[src/rtl/prc_pkg.sv]
// ----------------------------------------------------------------------------
// prc_pkg
// Types, widths and constants shared by the PID rate controller files.
// ----------------------------------------------------------------------------
package prc_pkg;

    localparam int GAIN_W    = 16;
    localparam int DATA_W    = 16;
    localparam int TIME_W    = 32;
    localparam int DRIVE_W   = 32;
    localparam int CFG_IDX_W = 2;

    localparam int ERR_W  = DATA_W + 1;
    localparam int MUL_W  = 34;
    localparam int PROD_W = 2 * MUL_W;
    localparam int INC_W  = 64;
    localparam int ACC_W  = 48;
    localparam int P_W    = GAIN_W + ERR_W;
    localparam int QUO_W  = 17;
    localparam int D_W    = QUO_W + 1;
    localparam int NUM_W  = 43;
    localparam int MAG_W  = NUM_W - 1;
    localparam int LIM_W  = TIME_W + QUO_W;
    localparam int SUM_W  = 50;
    localparam int FRAC_W = 8;
    localparam int SHR_W  = SUM_W - FRAC_W;
    localparam int CNT_W  = $clog2(QUO_W);

    localparam int D_LIMIT_Q = 128000;
    localparam int MS_PER_S  = 1000;

    localparam logic signed [ACC_W-1:0] ACC_MAX = {1'b0, {(ACC_W-1){1'b1}}};
    localparam logic signed [ACC_W-1:0] ACC_MIN = {1'b1, {(ACC_W-1){1'b0}}};
    localparam logic signed [DRIVE_W-1:0] DRIVE_MAX = {1'b0, {(DRIVE_W-1){1'b1}}};
    localparam logic signed [DRIVE_W-1:0] DRIVE_MIN = {1'b1, {(DRIVE_W-1){1'b0}}};

    localparam logic [CFG_IDX_W-1:0] CFG_GAIN_P = 2'd0;
    localparam logic [CFG_IDX_W-1:0] CFG_GAIN_I = 2'd1;
    localparam logic [CFG_IDX_W-1:0] CFG_GAIN_D = 2'd2;

    typedef enum logic [3:0] {
        S_IDLE,
        S_MUL_P,
        S_MUL_KE,
        S_MUL_INC,
        S_MUL_KD,
        S_MUL_NUM,
        S_MUL_LIM,
        S_CMP,
        S_DIV,
        S_SUM,
        S_OUT
    } t_state;

endpackage

[src/rtl/prc_if.sv]
// ----------------------------------------------------------------------------
// prc_if
// Valid/ready channels of the PID rate controller: step, result and config.
// ----------------------------------------------------------------------------
interface prc_step_if import prc_pkg::*; ();
    logic                     valid;
    logic                     ready;
    logic                     clear_integral;
    logic signed [DATA_W-1:0] measurement;
    logic signed [DATA_W-1:0] reference;
    logic [TIME_W-1:0]        now_ms;

    modport source (output valid, clear_integral, measurement, reference, now_ms,
                    input ready);
    modport sink   (input valid, clear_integral, measurement, reference, now_ms,
                    output ready);
endinterface

interface prc_result_if import prc_pkg::*; ();
    logic                      valid;
    logic                      ready;
    logic signed [DRIVE_W-1:0] drive;
    logic                      derivative_zeroed;
    logic                      integral_saturated;

    modport source (output valid, drive, derivative_zeroed, integral_saturated,
                    input ready);
    modport sink   (input valid, drive, derivative_zeroed, integral_saturated,
                    output ready);
endinterface

interface prc_cfg_if import prc_pkg::*; ();
    logic                 valid;
    logic                 ready;
    logic [CFG_IDX_W-1:0] index;
    logic [GAIN_W-1:0]    data;

    modport source (output valid, index, data, input ready);
    modport sink   (input valid, index, data, output ready);
endinterface

[src/rtl/prc_mul.sv]
// ----------------------------------------------------------------------------
// prc_mul
// Shared signed multiplier with a registered product.
// ----------------------------------------------------------------------------
module prc_mul import prc_pkg::*; (
    input  logic                     i_clk,
    input  logic signed [MUL_W-1:0]  i_a,
    input  logic signed [MUL_W-1:0]  i_b,
    output logic signed [PROD_W-1:0] o_prod
);

    logic signed [PROD_W-1:0] r_prod;

    always_ff @(posedge i_clk) begin
        r_prod <= PROD_W'(i_a) * PROD_W'(i_b);
    end

    assign o_prod = r_prod;

endmodule

[src/rtl/prc_div.sv]
// ----------------------------------------------------------------------------
// prc_div
// Restoring divider, one quotient bit per cycle, for a known-bounded quotient.
// ----------------------------------------------------------------------------
module prc_div import prc_pkg::*; (
    input  logic               i_clk,
    input  logic               i_rst_n,
    input  logic               i_start,
    input  logic [MAG_W-1:0]   i_dividend,
    input  logic [TIME_W-1:0]  i_divisor,
    output logic               o_done,
    output logic [QUO_W-1:0]   o_quotient
);

    logic               r_busy;
    logic               r_done;
    logic [CNT_W-1:0]   r_cnt;
    logic [MAG_W-1:0]   r_rem;
    logic [LIM_W-1:0]   r_dv;
    logic [QUO_W-1:0]   r_quo;
    logic               w_ge;

    assign w_ge = LIM_W'(r_rem) >= r_dv;

    always_ff @(posedge i_clk) begin
        if (!i_rst_n) begin
            r_busy <= 1'b0;
            r_done <= 1'b0;
            r_cnt  <= '0;
        end else begin
            r_done <= 1'b0;
            if (i_start) begin
                r_busy <= 1'b1;
                r_cnt  <= CNT_W'(QUO_W - 1);
            end else if (r_busy) begin
                r_cnt <= r_cnt - 1'b1;
                if (r_cnt == '0) begin
                    r_busy <= 1'b0;
                    r_done <= 1'b1;
                end
            end
        end
    end

    always_ff @(posedge i_clk) begin
        if (i_start) begin
            r_rem <= i_dividend;
            r_dv  <= LIM_W'({i_divisor, {(QUO_W-1){1'b0}}});
            r_quo <= '0;
        end else if (r_busy) begin
            if (w_ge) begin
                r_rem <= r_rem - r_dv[MAG_W-1:0];
            end
            r_quo <= {r_quo[QUO_W-2:0], w_ge};
            r_dv  <= r_dv >> 1;
        end
    end

    assign o_done     = r_done;
    assign o_quotient = r_quo;

endmodule

[src/rtl/pid_rate_controller.sv]
// ----------------------------------------------------------------------------
// pid_rate_controller
// PID step with the derivative taken on the reference change.
//
// Step items enter on i_step, results leave on o_result, and gains are
// written on i_cfg, which is always ready. A clear item zeroes the integral
// in the cycle it is accepted and gives no result. A control step runs a
// sequencer around one registered multiplier: six products, one compare,
// then, unless the derivative is forced to zero, a restoring division of
// the derivative numerator by dt. The next item is accepted no earlier than
// the cycle after the result is loaded, so steps never overlap. The result
// sits in an output register; if the receiver stalls, a finished step waits
// for that register to empty before it is loaded. Reset clears the gains,
// the integral, the last reference and the last timestamp, with no clearing
// pass, and the block is ready in the first cycle after reset.
// ----------------------------------------------------------------------------
module pid_rate_controller import prc_pkg::*; (
    input  logic         i_clk,
    input  logic         i_rst_n,
    prc_step_if.sink     i_step,
    prc_result_if.source o_result,
    prc_cfg_if.sink      i_cfg
);

    t_state r_state, n_state;

    logic signed [GAIN_W-1:0]  r_gain_p, r_gain_i, r_gain_d;
    logic signed [ACC_W-1:0]   r_integral;
    logic signed [DATA_W-1:0]  r_last_ref;
    logic [TIME_W-1:0]         r_last_time;

    logic signed [ERR_W-1:0]   r_err, r_dref;
    logic [TIME_W-1:0]         r_dt;
    logic signed [P_W-1:0]     r_p;
    logic signed [ACC_W-1:0]   r_inc;
    logic signed [NUM_W-1:0]   r_num;
    logic signed [D_W-1:0]     r_d;
    logic signed [SUM_W-1:0]   r_sum;
    logic                      r_sat, r_dzero;

    logic                      r_out_valid;
    logic signed [DRIVE_W-1:0] r_drive;
    logic                      r_out_dz, r_out_sat;

    logic signed [MUL_W-1:0]   w_mul_a, w_mul_b;
    logic signed [PROD_W-1:0]  w_prod;
    logic                      w_step_acc, w_out_load, w_div_start, w_div_done;
    logic [QUO_W-1:0]          w_quo;
    logic                      w_inc_ovf;
    logic signed [ACC_W-1:0]   w_inc_cl;
    logic signed [ACC_W:0]     w_isum;
    logic                      w_isum_ovf;
    logic signed [ACC_W-1:0]   w_isum_cl;
    logic [MAG_W-1:0]          w_mag;
    logic                      w_dzero;
    logic signed [SHR_W-1:0]   w_shr;
    logic signed [DRIVE_W-1:0] w_drive;

    prc_mul u_mul (
        .i_clk  (i_clk),
        .i_a    (w_mul_a),
        .i_b    (w_mul_b),
        .o_prod (w_prod)
    );

    prc_div u_div (
        .i_clk      (i_clk),
        .i_rst_n    (i_rst_n),
        .i_start    (w_div_start),
        .i_dividend (w_mag),
        .i_divisor  (r_dt),
        .o_done     (w_div_done),
        .o_quotient (w_quo)
    );

    assign w_step_acc = i_step.valid && i_step.ready;
    assign w_out_load = (r_state == S_OUT) && (!r_out_valid || o_result.ready);

    assign w_inc_ovf = !((&w_prod[INC_W-1:ACC_W-1]) || !(|w_prod[INC_W-1:ACC_W-1]));
    assign w_inc_cl  = w_inc_ovf ? (w_prod[INC_W-1] ? ACC_MIN : ACC_MAX)
                                 : w_prod[ACC_W-1:0];

    assign w_isum     = (ACC_W+1)'(r_integral) + (ACC_W+1)'(r_inc);
    assign w_isum_ovf = w_isum[ACC_W] != w_isum[ACC_W-1];
    assign w_isum_cl  = w_isum_ovf ? (w_isum[ACC_W] ? ACC_MIN : ACC_MAX)
                                   : w_isum[ACC_W-1:0];

    assign w_mag   = r_num[NUM_W-1] ? MAG_W'(-r_num) : MAG_W'(r_num);
    assign w_dzero = (r_dt == '0) || (LIM_W'(w_mag) > w_prod[LIM_W-1:0]);

    assign w_shr   = r_sum[SUM_W-1:FRAC_W];
    assign w_drive = ((&w_shr[SHR_W-1:DRIVE_W-1]) || !(|w_shr[SHR_W-1:DRIVE_W-1]))
                     ? w_shr[DRIVE_W-1:0]
                     : (w_shr[SHR_W-1] ? DRIVE_MIN : DRIVE_MAX);

    always_comb begin
        n_state = r_state;
        case (r_state)
            S_IDLE: begin
                if (w_step_acc && !i_step.clear_integral) begin
                    n_state = S_MUL_P;
                end
            end
            S_MUL_P:   n_state = S_MUL_KE;
            S_MUL_KE:  n_state = S_MUL_INC;
            S_MUL_INC: n_state = S_MUL_KD;
            S_MUL_KD:  n_state = S_MUL_NUM;
            S_MUL_NUM: n_state = S_MUL_LIM;
            S_MUL_LIM: n_state = S_CMP;
            S_CMP:     n_state = w_dzero ? S_SUM : S_DIV;
            S_DIV: begin
                if (w_div_done) begin
                    n_state = S_SUM;
                end
            end
            S_SUM:     n_state = S_OUT;
            S_OUT: begin
                if (w_out_load) begin
                    n_state = S_IDLE;
                end
            end
            default:   n_state = S_IDLE;
        endcase
    end

    always_comb begin
        i_step.ready = 1'b0;
        w_div_start  = 1'b0;
        w_mul_a      = '0;
        w_mul_b      = '0;
        case (r_state)
            S_IDLE: i_step.ready = 1'b1;
            S_MUL_P: begin
                w_mul_a = MUL_W'(r_gain_p);
                w_mul_b = MUL_W'(r_err);
            end
            S_MUL_KE: begin
                w_mul_a = MUL_W'(r_gain_i);
                w_mul_b = MUL_W'(r_err);
            end
            S_MUL_INC: begin
                w_mul_a = w_prod[MUL_W-1:0];
                w_mul_b = MUL_W'(r_dt);
            end
            S_MUL_KD: begin
                w_mul_a = MUL_W'(r_gain_d);
                w_mul_b = MUL_W'(r_dref);
            end
            S_MUL_NUM: begin
                w_mul_a = w_prod[MUL_W-1:0];
                w_mul_b = MUL_W'(-MS_PER_S);
            end
            S_MUL_LIM: begin
                w_mul_a = MUL_W'(D_LIMIT_Q);
                w_mul_b = MUL_W'(r_dt);
            end
            S_CMP: w_div_start = !w_dzero;
            default: begin
                i_step.ready = 1'b0;
            end
        endcase
    end

    always_ff @(posedge i_clk) begin
        if (!i_rst_n) begin
            r_state     <= S_IDLE;
            r_gain_p    <= '0;
            r_gain_i    <= '0;
            r_gain_d    <= '0;
            r_integral  <= '0;
            r_last_ref  <= '0;
            r_last_time <= '0;
            r_out_valid <= 1'b0;
        end else begin
            r_state <= n_state;
            if (i_cfg.valid) begin
                case (i_cfg.index)
                    CFG_GAIN_P: r_gain_p <= i_cfg.data;
                    CFG_GAIN_I: r_gain_i <= i_cfg.data;
                    CFG_GAIN_D: r_gain_d <= i_cfg.data;
                    default: ;
                endcase
            end
            if (w_step_acc) begin
                if (i_step.clear_integral) begin
                    r_integral <= '0;
                end else begin
                    r_last_ref  <= i_step.reference;
                    r_last_time <= i_step.now_ms;
                end
            end
            if (r_state == S_MUL_LIM) begin
                r_integral <= w_isum_cl;
            end
            if (w_out_load) begin
                r_out_valid <= 1'b1;
            end else if (o_result.ready) begin
                r_out_valid <= 1'b0;
            end
        end
    end

    always_ff @(posedge i_clk) begin
        case (r_state)
            S_IDLE: begin
                r_err  <= ERR_W'(i_step.measurement) - ERR_W'(i_step.reference);
                r_dref <= ERR_W'(i_step.reference) - ERR_W'(r_last_ref);
                r_dt   <= i_step.now_ms - r_last_time;
                r_sat  <= 1'b0;
            end
            S_MUL_KE: r_p <= w_prod[P_W-1:0];
            S_MUL_KD: begin
                r_inc <= w_inc_cl;
                r_sat <= w_inc_ovf;
            end
            S_MUL_LIM: begin
                r_num <= w_prod[NUM_W-1:0];
                r_sat <= r_sat | w_isum_ovf;
            end
            S_CMP: begin
                r_dzero <= w_dzero;
                r_d     <= '0;
            end
            S_DIV: begin
                if (w_div_done) begin
                    r_d <= r_num[NUM_W-1] ? -D_W'(w_quo) : D_W'(w_quo);
                end
            end
            S_SUM: r_sum <= SUM_W'(r_p) + SUM_W'(r_integral) + SUM_W'(r_d);
            S_OUT: begin
                if (w_out_load) begin
                    r_drive   <= w_drive;
                    r_out_dz  <= r_dzero;
                    r_out_sat <= r_sat;
                end
            end
            default: ;
        endcase
    end

    assign i_cfg.ready                 = 1'b1;
    assign o_result.valid              = r_out_valid;
    assign o_result.drive              = r_drive;
    assign o_result.derivative_zeroed  = r_out_dz;
    assign o_result.integral_saturated = r_out_sat;

endmodule

[src/flat_wrapper.sv]
// flat-port wrapper written by rule: the top's interface ports become plain ports
module pid_rate_controller_flat import prc_pkg::*;
  (i_clk, i_rst_n, i_step_valid, i_step_clear_integral, i_step_measurement, i_step_reference, i_step_now_ms, i_step_ready, o_result_valid, o_result_drive, o_result_derivative_zeroed, o_result_integral_saturated, o_result_ready, i_cfg_valid, i_cfg_index, i_cfg_data, i_cfg_ready);
  prc_step_if i_step_i ();
  prc_result_if o_result_i ();
  prc_cfg_if i_cfg_i ();
  input  logic i_clk;
  input  logic i_rst_n;
  input wire logic [$bits(i_step_i.valid)-1:0] i_step_valid;
  input wire logic [$bits(i_step_i.clear_integral)-1:0] i_step_clear_integral;
  input wire logic [$bits(i_step_i.measurement)-1:0] i_step_measurement;
  input wire logic [$bits(i_step_i.reference)-1:0] i_step_reference;
  input wire logic [$bits(i_step_i.now_ms)-1:0] i_step_now_ms;
  output wire logic [$bits(i_step_i.ready)-1:0] i_step_ready;
  output wire logic [$bits(o_result_i.valid)-1:0] o_result_valid;
  output wire logic [$bits(o_result_i.drive)-1:0] o_result_drive;
  output wire logic [$bits(o_result_i.derivative_zeroed)-1:0] o_result_derivative_zeroed;
  output wire logic [$bits(o_result_i.integral_saturated)-1:0] o_result_integral_saturated;
  input wire logic [$bits(o_result_i.ready)-1:0] o_result_ready;
  input wire logic [$bits(i_cfg_i.valid)-1:0] i_cfg_valid;
  input wire logic [$bits(i_cfg_i.index)-1:0] i_cfg_index;
  input wire logic [$bits(i_cfg_i.data)-1:0] i_cfg_data;
  output wire logic [$bits(i_cfg_i.ready)-1:0] i_cfg_ready;
  assign i_step_i.valid = i_step_valid;
  assign i_step_i.clear_integral = i_step_clear_integral;
  assign i_step_i.measurement = i_step_measurement;
  assign i_step_i.reference = i_step_reference;
  assign i_step_i.now_ms = i_step_now_ms;
  assign i_step_ready = i_step_i.ready;
  assign o_result_valid = o_result_i.valid;
  assign o_result_drive = o_result_i.drive;
  assign o_result_derivative_zeroed = o_result_i.derivative_zeroed;
  assign o_result_integral_saturated = o_result_i.integral_saturated;
  assign o_result_i.ready = o_result_ready;
  assign i_cfg_i.valid = i_cfg_valid;
  assign i_cfg_i.index = i_cfg_index;
  assign i_cfg_i.data = i_cfg_data;
  assign i_cfg_ready = i_cfg_i.ready;
  pid_rate_controller u_core (.i_clk(i_clk), .i_rst_n(i_rst_n), .i_step(i_step_i), .o_result(o_result_i), .i_cfg(i_cfg_i));
endmodule
[config.mk]
export PLATFORM = sky130hd
export DESIGN_NAME = pid_rate_controller_flat
export DESIGN_NICKNAME = d
export VERILOG_FILES = /design/src/rtl/prc_pkg.sv /design/src/rtl/prc_if.sv /design/src/rtl/prc_mul.sv /design/src/rtl/prc_div.sv /design/src/rtl/pid_rate_controller.sv /design/src/flat_wrapper.sv
export SDC_FILE = /design/constraint.sdc
export NUM_CORES = 2
export LEC_CHECK = 0
export BUFFER_PORTS_ARGS = -buffer_cell sky130_fd_sc_hd__clkbuf_2
export CELL_PAD_IN_SITES_DETAIL_PLACEMENT = 1
export CELL_PAD_IN_SITES_GLOBAL_PLACEMENT = 1
export CORE_ASPECT_RATIO = 0.6
export CORE_MARGIN = 3
export CORE_UTILIZATION = 47
export CTS_BUF_LIST = sky130_fd_sc_hd__clkbuf_8 sky130_fd_sc_hd__clkbuf_16
export DETAILED_ROUTE_END_ITERATION = 8
export PLACE_DENSITY_LB_ADDON = 0.08
export SLEW_MARGIN = 25
export SYNTH_ARGS = -nofsm -noshare
export SYNTH_HDL_FRONTEND = slang
export SYNTH_SLANG_ARGS = --single-unit
export TNS_END_PERCENT = 30
[constraint.sdc]
create_clock -name i_clk -period 11 [get_ports i_clk]
set_input_delay 0.55 -clock i_clk [delete_from_list [all_inputs] [get_ports i_clk]]
set_output_delay 0.55 -clock i_clk [all_outputs]
set_load 0.05 [all_outputs]
Word level (Yosys, flattened, before mapping)
Cells that the tools add are included.
{ "word_totals": {"register_bits": 621, "elab_cells": 141} }
{ "classes": {"n_reduce_logical": 42, "n_mux": 36, "magnitude_cmp": 2, "addsub": 10, "n_bitwise": 4, "eq_ne": 16, "mul": 1} }
{ "op_table": {"columns": ["op", "n"], "rows": [
  ["$mux 48", 9],
  ["$pmux 34 s5", 1],
  ["$mux 42", 4],
  ["$pmux 34 s4", 1],
  ["$mul 34x34->64", 1],
  ["$mux 32", 2],
  ["$add 49x18->50", 1],
  ["$add 33x48->49", 1],
  ["$add 48x48->49", 1],
  ["$gt 42x49->1", 1],
  ["$ge 42x48->1", 1],
  ["$pmux 4 s11", 1],
  ["$neg 42->42", 1],
  ["$sub 42x42->42", 1],
  ["$mux 18", 2],
  ["$pmux 18 s2", 1],
  ["$sub 16x16->17", 2],
  ["$logic_not 32->1", 1],
  ["$sub 32x32->32", 1],
  ["$neg 17->18", 1],
  ["$reduce_and 17->1", 1],
  ["$reduce_or 17->1", 1],
  ["$eq 4x3->1 const B", 4],
  ["$reduce_and 2->1", 8],
  ["28 further kinds", 63]
]} }

Depth between registers and ports, before layout
{ "logic_depth": {"ltp_word": 8, "depth_mapped": 41, "mapped_depth_nobuf": 37} }

Modules after synthesis
A second synthesis with hierarchy kept.
{ "hier_totals": {"hier_cells": 8122, "area_unflattened_um2": 76880.0} }
{ "by_module_without_submodules": {"columns": ["module", "cells_per_inst", "instances", "area_per_inst_um2", "seq_area_each_um2"], "rows": [
  ["prc_mul", 4567, 1, 43050.0, 1361.3],
  ["pid_rate_controller", 2777, 1, 26713.1, 11571.1],
  ["prc_div", 778, 1, 7116.8, 3022.9]
]} }

Worst setup path after synthesis
Ideal clock, no wire load.
{ "synth_path": {"kind": "register to register", "startpoint": "register u_core.r_state[2]", "endpoint": "register u_core.u_mul.r_prod[57], in the netlist u_core.u_mul.o_prod[57]", "arrival_time_ps": 10693, "setup_ps": 72, "path_slack_ps": 236, "synth_period_minus_slack_ps": 10764, "path_stages_with_launch": 35, "required_ps": 10928, "cell_sequence": "dfxtp_1 buf_1 nand2_1 nor3_1 clkbuf_1 a22oi_1 nand2_1 clkbuf_1 nand2_1 fa_1 fa_1 fa_1 fa_1 inv_1 fa_1 inv_1 fa_1 inv_1 fa_1 inv_1 fa_1 inv_1 ha_1 nand2_1 or2_1 nor4_2 nor3_1 o31ai_2 a311oi_1 o31a_1 o21ai_1 a21boi_1 or2_1 o21bai_1 xor2_1"} }
{ "synth_between": {"elab_chain_cells": 4, "elab_cells_between_ends": 12, "classes_between": "mul: 1; eq/ne: 6; mux: 2; reduce/logical: 3"} }
{ "synth_rtl": {"columns": ["element", "line_no", "text"], "rows": [
  ["start, declared", "pid_rate_controller.sv:25", "t_state r_state, n_state;"],
  ["start signal, assigned", "pid_rate_controller.sv:175", "r_state <= n_state;"],
  ["$eq 4x2->1, or another cell as far along", "pid_rate_controller.sv:131", "case (r_state)"],
  ["$reduce_or 2->1 (no line)", null, null],
  ["$pmux 34 s5 / $pmux 34 s4 (equally long branches)", "pid_rate_controller.sv:131", null],
  ["$mul 34x34->64 *", "prc_mul.sv:15", "r_prod <= PROD_W'(i_a) * PROD_W'(i_b);"],
  ["end signal, assigned", "prc_mul.sv:15", null],
  ["end, declared", "prc_mul.sv:12", "logic signed [PROD_W-1:0] r_prod;"]
]} }
Mark *: on every way between the ends. The rest lies on a longest branch, timed or not.
A chain may end at the register's enable or synchronous reset.

Final worst setup path
{ "layout_path": {"startpoint": "register u_core.r_state[1]", "endpoint": "register u_core.u_mul.r_prod[62], in the netlist u_core.u_mul.o_prod[62]"} }
Same word-level chain as after synthesis.

==> impl_metrics.csv <==
group,metric,value,unit
critical_path,crit_required,11580,ps
finish,filler_cell_count,17480,
clocking,path_clk_slew,70,ps
critical_path,critical_path.reg2reg.startpoint,"u_core.r_state[1]$_SDFFE_PN0P_",
floorplan,die_w,515,um
global_route,globalRoute.totalOverflow,0,
sta,final_period_minus_worst_setup_slack,10700,ps
critical_path,reg2reg_slack,300,ps
route,ant_nets,0,
logic_synthesis,synthFlopType,"sky130_fd_sc_hd__edfxtp_1",
route,route.detailed.wl_per_inst,29.2,um
global_route,grt_first_pass_wirelength,431,mm
route,wl,294,mm
global_route,antenna_found_initial,26,
logic_synthesis,synth_fa_ha_area_share,41.7,%
hold_path,hold-path-cell-count,3,
logic_synthesis,avgSynthCellArea,9.26,sq um
logic_synthesis,synth-compound-area-share,9.89,%
logic_synthesis,yosys.cell_types.count,84,
sta,finalMaxSlewViolations,0,
sta,max_freq,93.4,MHz
clocking,maximum_number_of_buffers_from_clock_root_to_sink,3,
finish,multi_input_area,0.0510,sq mm
route,dr.pass1.iters,6,
critical_path,reg2reg_depth,34,
clocking,clock_latency,670,ps
floorplan,die_height,311,um
route,initialDrtViolationCount,6689,
critical_path,end_kind,"register",
floorplan,top_level_ports,125,
global_route,globalRouteTotalUtil,36.9,%
finish,drive_gt1_share,7.04,%
flow_run,max_cap_violations,0,
sta,tightest_slew,1220,ps
clocking,tritoncts,"built",
clocking,cts_root_buffer,"sky130_fd_sc_hd__clkbuf_16",
logic_synthesis,dominant_combinational_cell_family_by_area_after_synthesis,"adder cells",
floorplan,design.die.area,0.160,sq mm
critical_path,cp_top_family,"adder cells",
sta,fin_skew,23.9,ps
logic_synthesis,synthSimpleGateAreaFrac,13.7,%
route,viasPerCell,5.87,
finish,final-seq-area,0.0159,sq mm
logic_synthesis,synth_mux_area_share,0.539,%
power_and_ir_drop,total_leakage_power,36.3,nW
finish,layout.nets,9751,
sta,setup_viol,0,
hold_path,worst_hold_path.endpoint,"u_core.r_last_time[15]$_SDFFE_PN0P_",
finish,layout.cells.non_filler,10070,
sta,setup_slack,297,ps
logic_synthesis,synth_edf_count,360,
logic_synthesis,synth-async-reset-ratio,0,%
logic_synthesis,synth_xor_xnor_area_share,3.54,%
logic_synthesis,flip_flop_and_latch_count_after_synthesis,613,
hold_path,hold_path.class,"input port to register",
placed_design,finalWeightedCongestion,1.01,
logic_synthesis,synth.yosys.seq_area_share,21.7,%
sta,period_share,97.3,%
run_status,run_status,"finished clean",
critical_path,worst-setup-path-type,"register to register",
sta,final_hold_viol_count,0,
critical_path,timing.rr.end,"u_core.u_mul.o_prod[62]$_DFF_P_",
logic_synthesis,yosysWarningCount,0,
placed_design,pre_cts_ws,166,ps
critical_path,crit_path_arrival_time,11280,ps
clocking,ctsHoldBuffers,0,
sta,setup_total_negative_slack,0,ps
critical_path,crit_cells,34,
finish,most-common-layout-cells,"sky130_fd_sc_hd__inv_1 (1,375), sky130_fd_sc_hd__fa_1 (1,244), sky130_fd_sc_hd__nand2_1 (1,093), sky130_fd_sc_hd__nor2_1 (873), sky130_fd_sc_hd__ha_1 (446)",
route,route.detailed.drc,0,
critical_path,timing.critical_path.slowest_stage_cell,"sky130_fd_sc_hd__fa_1",
critical_path,crit_path_max_incr_delay,590,ps
logic_synthesis,syn_nets,9665,
power_and_ir_drop,maximum_vdd_drop,0.000105,V
critical_path,worst_path_maximum_fanout,16,
global_route,via_count_of_the_first_global_routing_pass,61087,
finish,layout_commonest_cell,"sky130_fd_sc_hd__inv_1",
clocking,cts_htree_levels,2,
critical_path,kind_of_launch_point_of_the_worst_setup_path,"register",
power_and_ir_drop,report.power.total,7.41,mW
placed_design,post-dp-hpwl,239,mm
logic_synthesis,postSynthCellCount,7887,
sta,slew_headroom,18.8,%
clocking,cts_made_buffers,58,
floorplan,initial_core_util,47.6,%
route,routed-via-count,59076,
critical_path,worst_path_most_repeated_cell,"sky130_fd_sc_hd__fa_1",
finish,syn2layout_area_growth,8.63,%
floorplan,coreArea,0.154,sq mm
hold_path,min_from,"i_step_now_ms[15]",
critical_path,critical_path_buf_inv_count,8,
power_and_ir_drop,power_per_cell_area,93.4,mW/mm^2
global_route,largest_net_degree_at_the_start_of_global_routing,70,
placed_design,io_buffer_count,123,
finish,layout.core_utilization,51.7,%
floorplan,core.rowCount,111,
logic_synthesis,area_of_the_mapped_netlist,0.0731,sq mm
sta,rsz0062_at_grt,"no",
placed_design,numPlacedInstances,9941,
clocking,clock_sink_count,613,
-- flip-flops by register name, indices dropped and copies added (netlist names), 33 cells and up --
name and count:
u_core.r_sum 42, u_core.r_inc 48, u_core.r_num 43, u_core.r_p 33, u_core.u_div.r_rem 42, u_core.u_div.r_dv 48
u_core.u_mul.o_prod 64, u_core.r_integral 48
-- repair_timing --
action                                  in CTS  in global routing
gates resized for setup                      0                  8
endpoints found under the setup margin       0                 17
buffers inserted                             0                  4
-- how the worst max path moves through the flow --
stage | start | to
final | u_core.r_state[1]$_SDFFE_PN0P_ | u_core.u_mul.o_prod[62]$_DFF_P_
after global routing | u_core.r_state[0]$_SDFFE_PN0P_ | u_core.u_mul.o_prod[62]$_DFF_P_
after floorplan | u_core.r_state[2]$_SDFFE_PN0P_ | u_core.u_mul.o_prod[57]$_DFF_P_
after global placement | u_core.r_state[1]$_SDFFE_PN0P_ | u_core.u_mul.o_prod[62]$_DFF_P_
after detailed placement | u_core.r_state[1]$_SDFFE_PN0P_ | u_core.u_mul.o_prod[62]$_DFF_P_
after CTS | u_core.r_state[1]$_SDFFE_PN0P_ | u_core.u_mul.o_prod[62]$_DFF_P_
-- cell usage after synthesis, types with 33 or more instances --
cell type / number / area [sq um]
sky130_fd_sc_hd__and3_1: 33 / 206
sky130_fd_sc_hd__nor4_1: 33 / 206
sky130_fd_sc_hd__mux2i_1: 36 / 360
sky130_fd_sc_hd__o21ai_0: 250 / 1250
sky130_fd_sc_hd__nand3_1: 43 / 215
sky130_fd_sc_hd__o31ai_1: 51 / 383
sky130_fd_sc_hd__xor2_1: 103 / 902
sky130_fd_sc_hd__ha_1: 446 / 5580
sky130_fd_sc_hd__nor2_1: 878 / 3300
sky130_fd_sc_hd__a21o_1: 171 / 1280
sky130_fd_sc_hd__edfxtp_1: 360 / 10800
sky130_fd_sc_hd__clkbuf_1: 328 / 1230
sky130_fd_sc_hd__inv_1: 1369 / 5140
sky130_fd_sc_hd__nor2b_1: 57 / 357
sky130_fd_sc_hd__nand2b_1: 45 / 282
sky130_fd_sc_hd__dfxtp_1: 253 / 5060
sky130_fd_sc_hd__a21boi_0: 114 / 856
sky130_fd_sc_hd__nand4_1: 63 / 394
sky130_fd_sc_hd__fa_1: 1244 / 24900
sky130_fd_sc_hd__a21oi_1: 312 / 1560
sky130_fd_sc_hd__nand2_1: 1095 / 4110
sky130_fd_sc_hd__o21a_1: 36 / 270
sky130_fd_sc_hd__nor3_1: 53 / 265
sky130_fd_sc_hd__xnor2_1: 192 / 1680
-- area by class of cell --
cell class                 count  area share [%]
inverter                    1371            6.48
multi-input combinational   5555            64.2
timing repair buffer         374            3.39
antenna                       14          0.0441
clock buffer                  68            2.06
sequential                   613            20.0
clock inverter                41           0.563
tap                         2034            3.21
-- kinds of logic (layout without fill, tap and decap cells) --
family	after synthesis	after routing
AOI/OAI and AO/OA	1133	1133
xor gates and xnor gates	295	295
adders and majority gates	1690	1690
buffers and inverters	1719	1854
DFF	613	613
muxes	39	39
other	1	15
and+or+nand+nor	2397	2397
-- power breakdown --
group / internal [mW] / switching [mW] / total (mW)
Clock: 1.24 / 1.03 / 2.27
Sequential: 2.66 / 0.234 / 2.89
Combinational: 0.680 / 1.57 / 2.25
Total: 4.58 / 2.83 / 7.41
-- per-stage QoR --
stage	instance area, sq um	hold WS [ps]
floorplan	73100	400
global placement	77100	422
detailed placement	77200	417
CTS	79200	105
global route	79400	121
finish	79400	133
-- worst register-to-register path, delay by kind of cell (launching register included) --
family / cells / cell delay, ps
AND/OR/NAND/NOR: 5 / 950
buffers and inverters: 8 / 850
flip-flops: 1 / 510
AO/OA/AOI/OAI: 11 / 3770
XOR/XNOR: 1 / 150
adder cells (fa/ha/maj): 9 / 4380
-- layer usage --
metal / routed length (um) / global-route usage [%]
met2: 108000 / 46.4
met4: 7390 / 7.77
met1: 136000 / 58.2
met3: 42700 / 14.6
met5: 179 / 0.357
Note: power is estimated with default switching activity, not from simulation.
